## config.mk

```make
export PLATFORM = sky130hd
export DESIGN_NAME = time_set_command_parser_unit
export DESIGN_NICKNAME = d
export VERILOG_FILES = /design/src/design/tscp_pkg.sv /design/src/design/tscp_in_stage.sv /design/src/design/tscp_core.sv /design/src/design/tscp_out_stage.sv /design/src/design/time_set_command_parser_unit.sv
export SDC_FILE = /design/constraint.sdc
export NUM_CORES = 1
export LEC_CHECK = 0
export BUFFER_PORTS_ARGS = -buffer_cell sky130_fd_sc_hd__clkbuf_2
export CAP_MARGIN = 20
export CELL_PAD_IN_SITES_DETAIL_PLACEMENT = 1
export CELL_PAD_IN_SITES_GLOBAL_PLACEMENT = 1
export CORE_MARGIN = 2
export CORE_UTILIZATION = 45
export CTS_CLUSTER_DIAMETER = 60
export DETAILED_ROUTE_END_ITERATION = 8
export PLACE_DENSITY_LB_ADDON = 0.1
export SETUP_SLACK_MARGIN = 0.4
export SYNTH_ARGS = -nofsm -noshare
export SYNTH_HDL_FRONTEND = slang
export SYNTH_SLANG_ARGS = --single-unit
```

## constraint.sdc

```tcl
create_clock -name clock -period 7.49 [get_ports clock]
set_clock_uncertainty 0.1 [all_clocks]
set_input_delay 1.1235 -clock clock [delete_from_list [all_inputs] [get_ports clock]]
set_output_delay 1.1235 -clock clock [all_outputs]
set_load 0.02 [all_outputs]
```

## src/design/tscp_pkg.sv

```systemverilog
// ----------------------------------------------------------------------------
// tscp_pkg
// Shared types and constants for the time set command parser.
// ----------------------------------------------------------------------------
package tscp_pkg;

   localparam int unsigned ByteW   = 8;
   localparam int unsigned EventW  = 3;
   localparam int unsigned HourW   = 5;
   localparam int unsigned MinW    = 6;
   localparam int unsigned SecW    = 6;
   localparam int unsigned AccW    = 7;
   localparam int unsigned RspW    = 32;

   // command characters
   localparam logic [ByteW-1:0] ChBang  = 8'h21;
   localparam logic [ByteW-1:0] ChT     = 8'h54;
   localparam logic [ByteW-1:0] ChI     = 8'h49;
   localparam logic [ByteW-1:0] ChM     = 8'h4D;
   localparam logic [ByteW-1:0] ChE     = 8'h45;
   localparam logic [ByteW-1:0] ChColon = 8'h3A;
   localparam logic [ByteW-1:0] ChHash  = 8'h23;
   localparam logic [ByteW-1:0] ChZero  = 8'h30;
   localparam logic [ByteW-1:0] ChNine  = 8'h39;

   localparam logic [AccW-1:0] HourMax = 7'd23;
   localparam logic [AccW-1:0] MinMax  = 7'd59;
   localparam logic [AccW-1:0] SecMax  = 7'd59;

   typedef enum logic [EventW-1:0] {
      EV_NONE    = 3'd0,
      EV_NODIGIT = 3'd1,
      EV_HOUR    = 3'd2,
      EV_MINUTE  = 3'd3,
      EV_SECOND  = 3'd4,
      EV_OK      = 3'd5
   } event_type;

   typedef struct packed {
      logic [SecW-1:0]  set_second;
      logic [MinW-1:0]  set_minute;
      logic [HourW-1:0] set_hour;
      event_type        event_code;
      logic [ByteW-1:0] echo_byte;
   } rsp_type;

endpackage

```

## src/design/tscp_in_stage.sv

```systemverilog
// ----------------------------------------------------------------------------
// tscp_in_stage
// Input register: holds one received character until the parser consumes it.
// ----------------------------------------------------------------------------
module tscp_in_stage
   import tscp_pkg::*;
(
   input  logic             clock,
   input  logic             reset,
   input  logic             req_tvalid,
   output logic             req_tready,
   input  logic [ByteW-1:0] req_byte,
   input  logic             consume,
   output logic             hold_valid,
   output logic [ByteW-1:0] hold_byte
);

   logic             valid_ff, valid_in;
   logic [ByteW-1:0] byte_ff, byte_in;

   assign req_tready = !valid_ff || consume;

   always_comb begin
      valid_in = valid_ff;
      byte_in  = byte_ff;
      if (req_tready) begin
         valid_in = req_tvalid;
         byte_in  = req_byte;
      end
   end

   always_ff @(posedge clock) begin
      if (reset) begin
         valid_ff <= 1'b0;
      end else begin
         valid_ff <= valid_in;
      end
      byte_ff <= byte_in;
   end

   assign hold_valid = valid_ff;
   assign hold_byte  = byte_ff;

endmodule

```

## src/design/tscp_core.sv

```systemverilog
// ----------------------------------------------------------------------------
// tscp_core
// Parse state machine and decimal accumulators; forms one result per character.
// ----------------------------------------------------------------------------
module tscp_core
   import tscp_pkg::*;
(
   input  logic             clock,
   input  logic             reset,
   input  logic             step,
   input  logic [ByteW-1:0] rx_byte,
   output rsp_type          rsp
);

   typedef enum logic [3:0] {
      PH_IDLE = 4'd0,
      PH_BANG = 4'd1,
      PH_T    = 4'd2,
      PH_I    = 4'd3,
      PH_M    = 4'd4,
      PH_E    = 4'd5,
      PH_H1   = 4'd6,
      PH_H2   = 4'd7,
      PH_M1   = 4'd8,
      PH_M2   = 4'd9,
      PH_S1   = 4'd10,
      PH_S2   = 4'd11,
      PH_WAIT = 4'd12
   } phase_type;

   phase_type       phase_ff, phase_in;
   logic [AccW-1:0] hour_ff, hour_in;
   logic [AccW-1:0] min_ff, min_in;
   logic [AccW-1:0] sec_ff, sec_in;

   logic            is_digit;
   logic [3:0]      digit;
   logic [AccW-1:0] digit_x10;
   logic [AccW-1:0] hour_sum, min_sum, sec_sum;
   phase_type       kw_fail;

   assign is_digit  = (rx_byte >= ChZero) && (rx_byte <= ChNine);
   assign digit     = rx_byte[3:0];
   assign digit_x10 = {digit, 3'b000} + {2'b00, digit, 1'b0};
   assign hour_sum  = hour_ff + {3'b000, digit};
   assign min_sum   = min_ff + {3'b000, digit};
   assign sec_sum   = sec_ff + {3'b000, digit};
   // keyword mismatch: '!' restarts the match
   assign kw_fail   = (rx_byte == ChBang) ? PH_BANG : PH_IDLE;

   always_comb begin
      phase_in       = phase_ff;
      hour_in        = hour_ff;
      min_in         = min_ff;
      sec_in         = sec_ff;
      rsp.echo_byte  = rx_byte;
      rsp.event_code = EV_NONE;
      rsp.set_hour   = '0;
      rsp.set_minute = '0;
      rsp.set_second = '0;
      case (phase_ff)
         PH_BANG: phase_in = (rx_byte == ChT)     ? PH_T  : kw_fail;
         PH_T:    phase_in = (rx_byte == ChI)     ? PH_I  : kw_fail;
         PH_I:    phase_in = (rx_byte == ChM)     ? PH_M  : kw_fail;
         PH_M:    phase_in = (rx_byte == ChE)     ? PH_E  : kw_fail;
         PH_E:    phase_in = (rx_byte == ChColon) ? PH_H1 : kw_fail;
         PH_H1, PH_M1, PH_S1: begin
            if (!is_digit) begin
               rsp.event_code = EV_NODIGIT;
               phase_in       = PH_IDLE;
            end else begin
               if (phase_ff == PH_H1) begin
                  hour_in  = digit_x10;
                  phase_in = PH_H2;
               end else if (phase_ff == PH_M1) begin
                  min_in   = digit_x10;
                  phase_in = PH_M2;
               end else begin
                  sec_in   = digit_x10;
                  phase_in = PH_S2;
               end
            end
         end
         PH_H2: begin
            if (!is_digit) begin
               rsp.event_code = EV_NODIGIT;
               phase_in       = PH_IDLE;
            end else begin
               hour_in = hour_sum;
               if (hour_sum > HourMax) begin
                  rsp.event_code = EV_HOUR;
                  phase_in       = PH_IDLE;
               end else begin
                  phase_in = PH_M1;
               end
            end
         end
         PH_M2: begin
            if (!is_digit) begin
               rsp.event_code = EV_NODIGIT;
               phase_in       = PH_IDLE;
            end else begin
               min_in = min_sum;
               if (min_sum > MinMax) begin
                  rsp.event_code = EV_MINUTE;
                  phase_in       = PH_IDLE;
               end else begin
                  phase_in = PH_S1;
               end
            end
         end
         PH_S2: begin
            if (!is_digit) begin
               rsp.event_code = EV_NODIGIT;
               phase_in       = PH_IDLE;
            end else begin
               sec_in = sec_sum;
               if (sec_sum > SecMax) begin
                  rsp.event_code = EV_SECOND;
                  phase_in       = PH_IDLE;
               end else begin
                  phase_in = PH_WAIT;
               end
            end
         end
         PH_WAIT: begin
            if (rx_byte == ChHash) begin
               rsp.event_code = EV_OK;
               rsp.set_hour   = hour_ff[HourW-1:0];
               rsp.set_minute = min_ff[MinW-1:0];
               rsp.set_second = sec_ff[SecW-1:0];
               phase_in       = PH_IDLE;
            end
         end
         default: phase_in = kw_fail;
      endcase
   end

   always_ff @(posedge clock) begin
      if (reset) begin
         phase_ff <= PH_IDLE;
         hour_ff  <= '0;
         min_ff   <= '0;
         sec_ff   <= '0;
      end else if (step) begin
         phase_ff <= phase_in;
         hour_ff  <= hour_in;
         min_ff   <= min_in;
         sec_ff   <= sec_in;
      end
   end

endmodule

```

## src/design/tscp_out_stage.sv

```systemverilog
// ----------------------------------------------------------------------------
// tscp_out_stage
// Result register on the response side.
// ----------------------------------------------------------------------------
module tscp_out_stage
   import tscp_pkg::*;
(
   input  logic    clock,
   input  logic    reset,
   input  logic    load,
   input  rsp_type load_data,
   output logic    has_room,
   output logic    rsp_tvalid,
   input  logic    rsp_tready,
   output rsp_type rsp_data
);

   logic    valid_ff, valid_in;
   rsp_type data_ff, data_in;

   assign has_room = !valid_ff || rsp_tready;

   always_comb begin
      valid_in = valid_ff && !rsp_tready;
      data_in  = data_ff;
      if (load) begin
         valid_in = 1'b1;
         data_in  = load_data;
      end
   end

   always_ff @(posedge clock) begin
      if (reset) begin
         valid_ff <= 1'b0;
      end else begin
         valid_ff <= valid_in;
      end
      data_ff <= data_in;
   end

   assign rsp_tvalid = valid_ff;
   assign rsp_data   = data_ff;

endmodule

```

## src/design/time_set_command_parser_unit.sv

```systemverilog
// ----------------------------------------------------------------------------
// time_set_command_parser_unit
// Recognizes "!TIME:HHMMSS#" one character per request, echoes each
// character with an event code and reports the parsed time on success.
// ----------------------------------------------------------------------------
//  channel | dir | tdata (low bit up)
//  req_    | in  | [7:0] rx_byte
//  rsp_    | out | [7:0] echo_byte, [10:8] event_code, [15:11] set_hour,
//          |     | [21:16] set_minute, [27:22] set_second, [31:28] zero
//
//  One request per cycle sustained while responses are taken; a request passes
//  through the input register, parse logic and result register.
//  Reset (synchronous) empties both registers and returns the parser to idle.
//  A stalled response holds in the result register while the input register
//  still takes one more request.
// ----------------------------------------------------------------------------
module time_set_command_parser_unit
   import tscp_pkg::*;
(
   input  logic            clock,
   input  logic            reset,
   input  logic            req_tvalid,
   output logic            req_tready,
   input  logic [ByteW-1:0] req_tdata,  // [7:0] rx_byte
   output logic            rsp_tvalid,
   input  logic            rsp_tready,
   output logic [RspW-1:0] rsp_tdata   // echo, event, hour, minute, second, pad
);

   logic             hold_valid;
   logic [ByteW-1:0] hold_byte;
   logic             has_room;
   logic             step;
   rsp_type          core_rsp;
   rsp_type          out_rsp;

   assign step = hold_valid && has_room;

   tscp_in_stage u_in (
      .clock      (clock),
      .reset      (reset),
      .req_tvalid (req_tvalid),
      .req_tready (req_tready),
      .req_byte   (req_tdata),
      .consume    (step),
      .hold_valid (hold_valid),
      .hold_byte  (hold_byte)
   );

   tscp_core u_core (
      .clock   (clock),
      .reset   (reset),
      .step    (step),
      .rx_byte (hold_byte),
      .rsp     (core_rsp)
   );

   tscp_out_stage u_out (
      .clock      (clock),
      .reset      (reset),
      .load       (step),
      .load_data  (core_rsp),
      .has_room   (has_room),
      .rsp_tvalid (rsp_tvalid),
      .rsp_tready (rsp_tready),
      .rsp_data   (out_rsp)
   );

   assign rsp_tdata = {{(RspW - $bits(rsp_type)){1'b0}}, out_rsp};

endmodule

```

---- Yosys cells after proc, flatten, opt, wreduce, memory -nomap -nowiden ----
Index checks and enable logic that the tools add are counted.
word-level totals
  bits in registers ....................... 63
  input port bits ......................... 12
  output and inout port bits .............. 34
  word-level logic and storage cells ...... 107
operators by class
  add/sub/neg operators ................... 4
  magnitude comparators ................... 5
  eq/ne operators ......................... 28
  mux-type cells .......................... 41
  reductions and logical operators ........ 17
operator list
  kind                  number
  $mux W7               11
  $mux W4               14
  $pmux W7 S2           3
  $pmux W4 S10          1
  $eq A8 B7 Y1 const B  4
  $eq A8 B6 Y1 const B  3
  $add A7 B4 Y7         3
  $eq A4 B4 Y1 const B  5
  $eq A4 B3 Y1 const B  4
  $mux W3               5
  $pmux W3 S5           1
  $gt A7 B6 Y1 const B  2
  $ne A2 B1 Y1 const B  7
  $reduce_and A6 Y1     2
  $eq A4 B2 Y1 const B  2
  $ge A8 B6 Y1 const B  1
  $le A8 B6 Y1 const B  1
  $add A7 B5 Y7         1
  $gt A7 B5 Y1 const B  1
  $mux W2               3
  $reduce_bool A2 Y1    3
  $reduce_and A5 Y1     1
  $eq A4 B1 Y1 const B  1
  $ne A2 B2 Y1 const B  2
  6 further kinds       14

---- Longest topological paths before layout ----
  depth in word-level cells ............... 5
  depth in mapped cells ................... 8
  gate-level depth less buffers ........... 8

---- Cells and area by module ----
From an unflattened synthesis, not the netlist that was laid out.
unflattened totals
  cell total of the unflattened synthesis .. 385
  area total of the unflattened synthesis .. 3796.1 um2
modules (own cells, without submodules)
  module                        instances  cells an instance  area an instance (um2)  sequential area each (um2)
  tscp_core                     1          335                2582.5                  500.5
  tscp_out_stage                1          32                 887.1                   860.8
  tscp_in_stage                 1          12                 286.5                   260.2
  time_set_command_parser_unit  1          6                  40.0                    0.0

---- Worst setup path before layout ----
Ideal clock, no wire load.
  path type ............................... input to output
  start ................................... input port rsp_tready
  end ..................................... output port req_tready
  arrival time ............................ 1597 ps
  required time ........................... 6266 ps
  path slack .............................. 4669 ps
  stages on the path ...................... 2
  buffers on the path ..................... 0
  path through ............................ nor2b_1 nand2_1
on the way
  cells in the longest elaborated chain, start to end .. 3
RTL lines
  element              RTL line                            RTL
  start: declaration   time_set_command_parser_unit.sv:26  input logic rsp_tready,
  $logic_or A1 B1 Y1   tscp_out_stage.sv:21                assign has_room = !valid_ff || rsp_tready;
  $logic_and A1 B1 Y1  time_set_command_parser_unit.sv:37  assign step = hold_valid && has_room;
  $logic_or A1 B1 Y1   tscp_in_stage.sv:21                 assign req_tready = !valid_ff || consume;
  end: declaration     time_set_command_parser_unit.sv:23  output logic req_tready,
Every way passes these cells.

---- Worst setup path after layout ----
Ends and elaborated chain as after synthesis.

==> flow_summary.json <==
{
  "crit_type": "in -> out",
  "stdcell_count": 524,
  "routedWlPerCell_um": 18.7,
  "root_buffer": "clkbuf_8",
  "rr_worst_depth": 8,
  "port_buffers": 41,
  "synth.avg_cell_area_um2": 9.64,
  "yosysWarnings": 0,
  "netlist_instances": 382,
  "power_w": 0.000747,
  "synth_async_sr_flop_share": 0,
  "numCtsBuffers": 9,
  "syn_area_um2": 3680,
  "intPower_w": 0.000549,
  "die_w_um": 94.5,
  "timing.reg2reg.setup_slack_ns": 4.47,
  "synth_xor_area_frac": 0.0333,
  "synth_commonest_cells": "nand2_1, edfxtp_1, a21oi_1, dfxtp_1, nor2_1",
  "row_count": 32,
  "die_y_um": 94.5,
  "antenna_cells": 0,
  "rsz0062_at_grt": "no",
  "num_vias": 3100,
  "fin_tns_setup_ns": 0,
  "outcome": "complete, no violations",
  "maxCapViolations": 0,
  "antenna_found_initial": 0,
  "hold_path_class": "reg -> reg",
  "yosys.cell_count.top_type": "nand2_1",
  "antenna_left": 0,
  "p_leak_nw": 1.49,
  "gp_congestion": 0.844,
  "dp_cells": 508,
  "overflow": 0,
  "end_kind": "output pin",
  "design.core.area_um2": 7850,
  "grt_pass1_vias": 3158,
  "area_delta_synth_final_pct": 11.8,
  "stdcell_area_um2": 4120,
  "post-cts-setup-buffer-count": 0,
  "peakVddDrop_mv": 0.117,
  "die_area_um2": 8930,
  "yosysTopAreaCell": "edfxtp_1",
  "synthFlopType": "edfxtp_1",
  "synth-compound-area-share": 0.185,
  "synth_top_area_frac": 0.293,
  "drive_above_1_share": 0.166,
  "worstMarginPinSlew_ns": 0.834,
  "r2r_start": "u_in.hold_byte[0]",
  "fin_nets": 447,
  "cts_sinks": 63,
  "track_usage": 0.236,
  "crit_path_start_kind": "input pin",
  "p_sw_frac": 0.265,
  "clkPwrFrac": 0.396,
  "htree_levels": 3,
  "dpl-instance-area_um2": 3930,
  "first_iter_violations": 85,
  "p_sw_w": 0.000198,
  "holdPathStages": 2,
  "synth_cell_types": 64,
  "ys_ff_latch": 63,
  "seq_area_frac_synth": 0.440,
  "cts_max_path_buffers": 2,
  "holdCritStartpoint": "u_core.sec_ff[3]",
  "synth.mux.area_fraction": 0,
  "hold_buffers": 0,
  "via_per_inst": 5.92,
  "slew_viol_final": 0,
  "hold_viol_final": 0,
  "timing.hold.ws_ns": 0.370,
  "synth_area_leaders": "edfxtp_1, dfxtp_1, ha_1",
  "grt_pass1_wl_um": 16100,
  "num_io_pins": 46,
  "reg2reg_to": "u_core.phase_ff[3]",
  "first_pass_iters": 4,
  "setup_viol": 0,
  "place_hpwl_um": 6780,
  "fmax_ghz": 0.317,
  "synthSimpleGateAreaFrac": 0.229,
  "worstHoldEndpoint": "u_core.sec_ff[3]",
  "ctsResizeCount": 0,
  "crit_arrival_ns": 1.93,
  "synth_edf_count": 36,
  "drt_wl_total_um": 9800,
  "power_density_nw_per_um2": 181,
  "period_needed_ns": 3.15,
  "relSlewSlack": 0.444,
  "cts_tree": "built",
  "finalCritPeriodShare": 0.421,
  "drcViolationCount": 0,
  "insertion_delay_ns": 0.36,
  "clk_pin_slew_ns": 0.08,
  "crit_fanout": 9,
  "start_util": 0.469,
  "synth_top_family_by_area": "simple AND/OR/NAND/NOR gates",
  "synth_adder_area_share": 0.0693,
  "seqPwrFrac": 0.521,
  "grt_start_max_net_pins": 27,
  "cp.required_ns": 6.27,
  "comb_power_share": 0.084
}
==> routing by layer <==
layer / up-vias / share of wire / GRT usage
met1: 1534 / 0.46 / 0.297
met4: 0 / 0.014 / 0.104
met3: 17 / 0.035 / 0.0447
met5: - / 0 / 0
met2: 71 / 0.50 / 0.396
li1: 1478 / - / -
==> power by group through the flow <==
stage | Clock, W | Sequential (W) | Combinational [W]
2_1_floorplan | 0 | 0.000401 | 0.0000367
3_3_place_gp | 0 | 0.000396 | 0.0000610
3_5_place_dp | 0 | 0.000397 | 0.0000628
4_1_cts | 0.000297 | 0.000389 | 0.0000631
5_1_grt | 0.000312 | 0.000391 | 0.0000691
6_report | 0.000296 | 0.000389 | 0.0000624
==> registers in the layout (all words and copies together), names as in the netlist <==
register and flops:
u_core.phase_ff 4, u_core.hour_ff 7, u_out.rsp_data 28, u_out.rsp_tvalid 1, u_in.hold_valid 1, u_core.min_ff 7
u_in.hold_byte 8, u_core.sec_ff 7
==> kinds of logic after synthesis <==
kind of cell,Yosys count
adders and majority gates,18
buffers and inverters,32
DFF,63
and+or+nand+nor,150
AOI/OAI and AO/OA,104
other,1
xor gates and xnor gates,14
==> stage by stage <==
stage,utilization,setup WS [ns]
5_1_grt,0.525,4.22
6_report,0.525,4.34
3_3_place_gp,0.501,4.36
4_1_cts,0.525,4.31
2_1_floorplan,-,4.67
3_5_place_dp,0.501,4.19
==> cell usage in the layout, fill, tap and decap left out, types with 14 or more instances in the layout <==
cell type  count
o21ai_0       19
dfxtp_1       27
edfxtp_1      36
a21oi_1       30
nand2_1       46
ha_1          14
nor2_1        26
and2_1        18
clkbuf_2      41
==> worst max-delay path, cell delays in order <==
cell,delay [ns]
clkbuf_2,0.08
nor2b_1,0.22
nand2_1,0.27
clkbuf_2,0.23
==> how the worst max path moves through the flow <==
stage | depth (start not counted) | slack [ns] | end | from
global route | 4 | 4.22 | req_tready | rsp_tready
CTS | 4 | 4.31 | req_tready | rsp_tready
detailed placement | 9 | 4.19 | u_core.phase_ff[3] | rsp_tready
finish | 4 | 4.34 | req_tready | rsp_tready
global placement | 9 | 4.36 | u_core.phase_ff[3] | rsp_tready
floorplan | 2 | 4.67 | req_tready | rsp_tready
==> final cells by class <==
class,instances,area (um2)
multi-input cells,290,1920
well taps,102,128
inverters,10,37.5
fillers,919,3730
clock buffers,10,128
repair buffers,43,220
flip-flops and latches,63,1620
clock inverters,6,61.3
(Power assumes the default switching activity.)
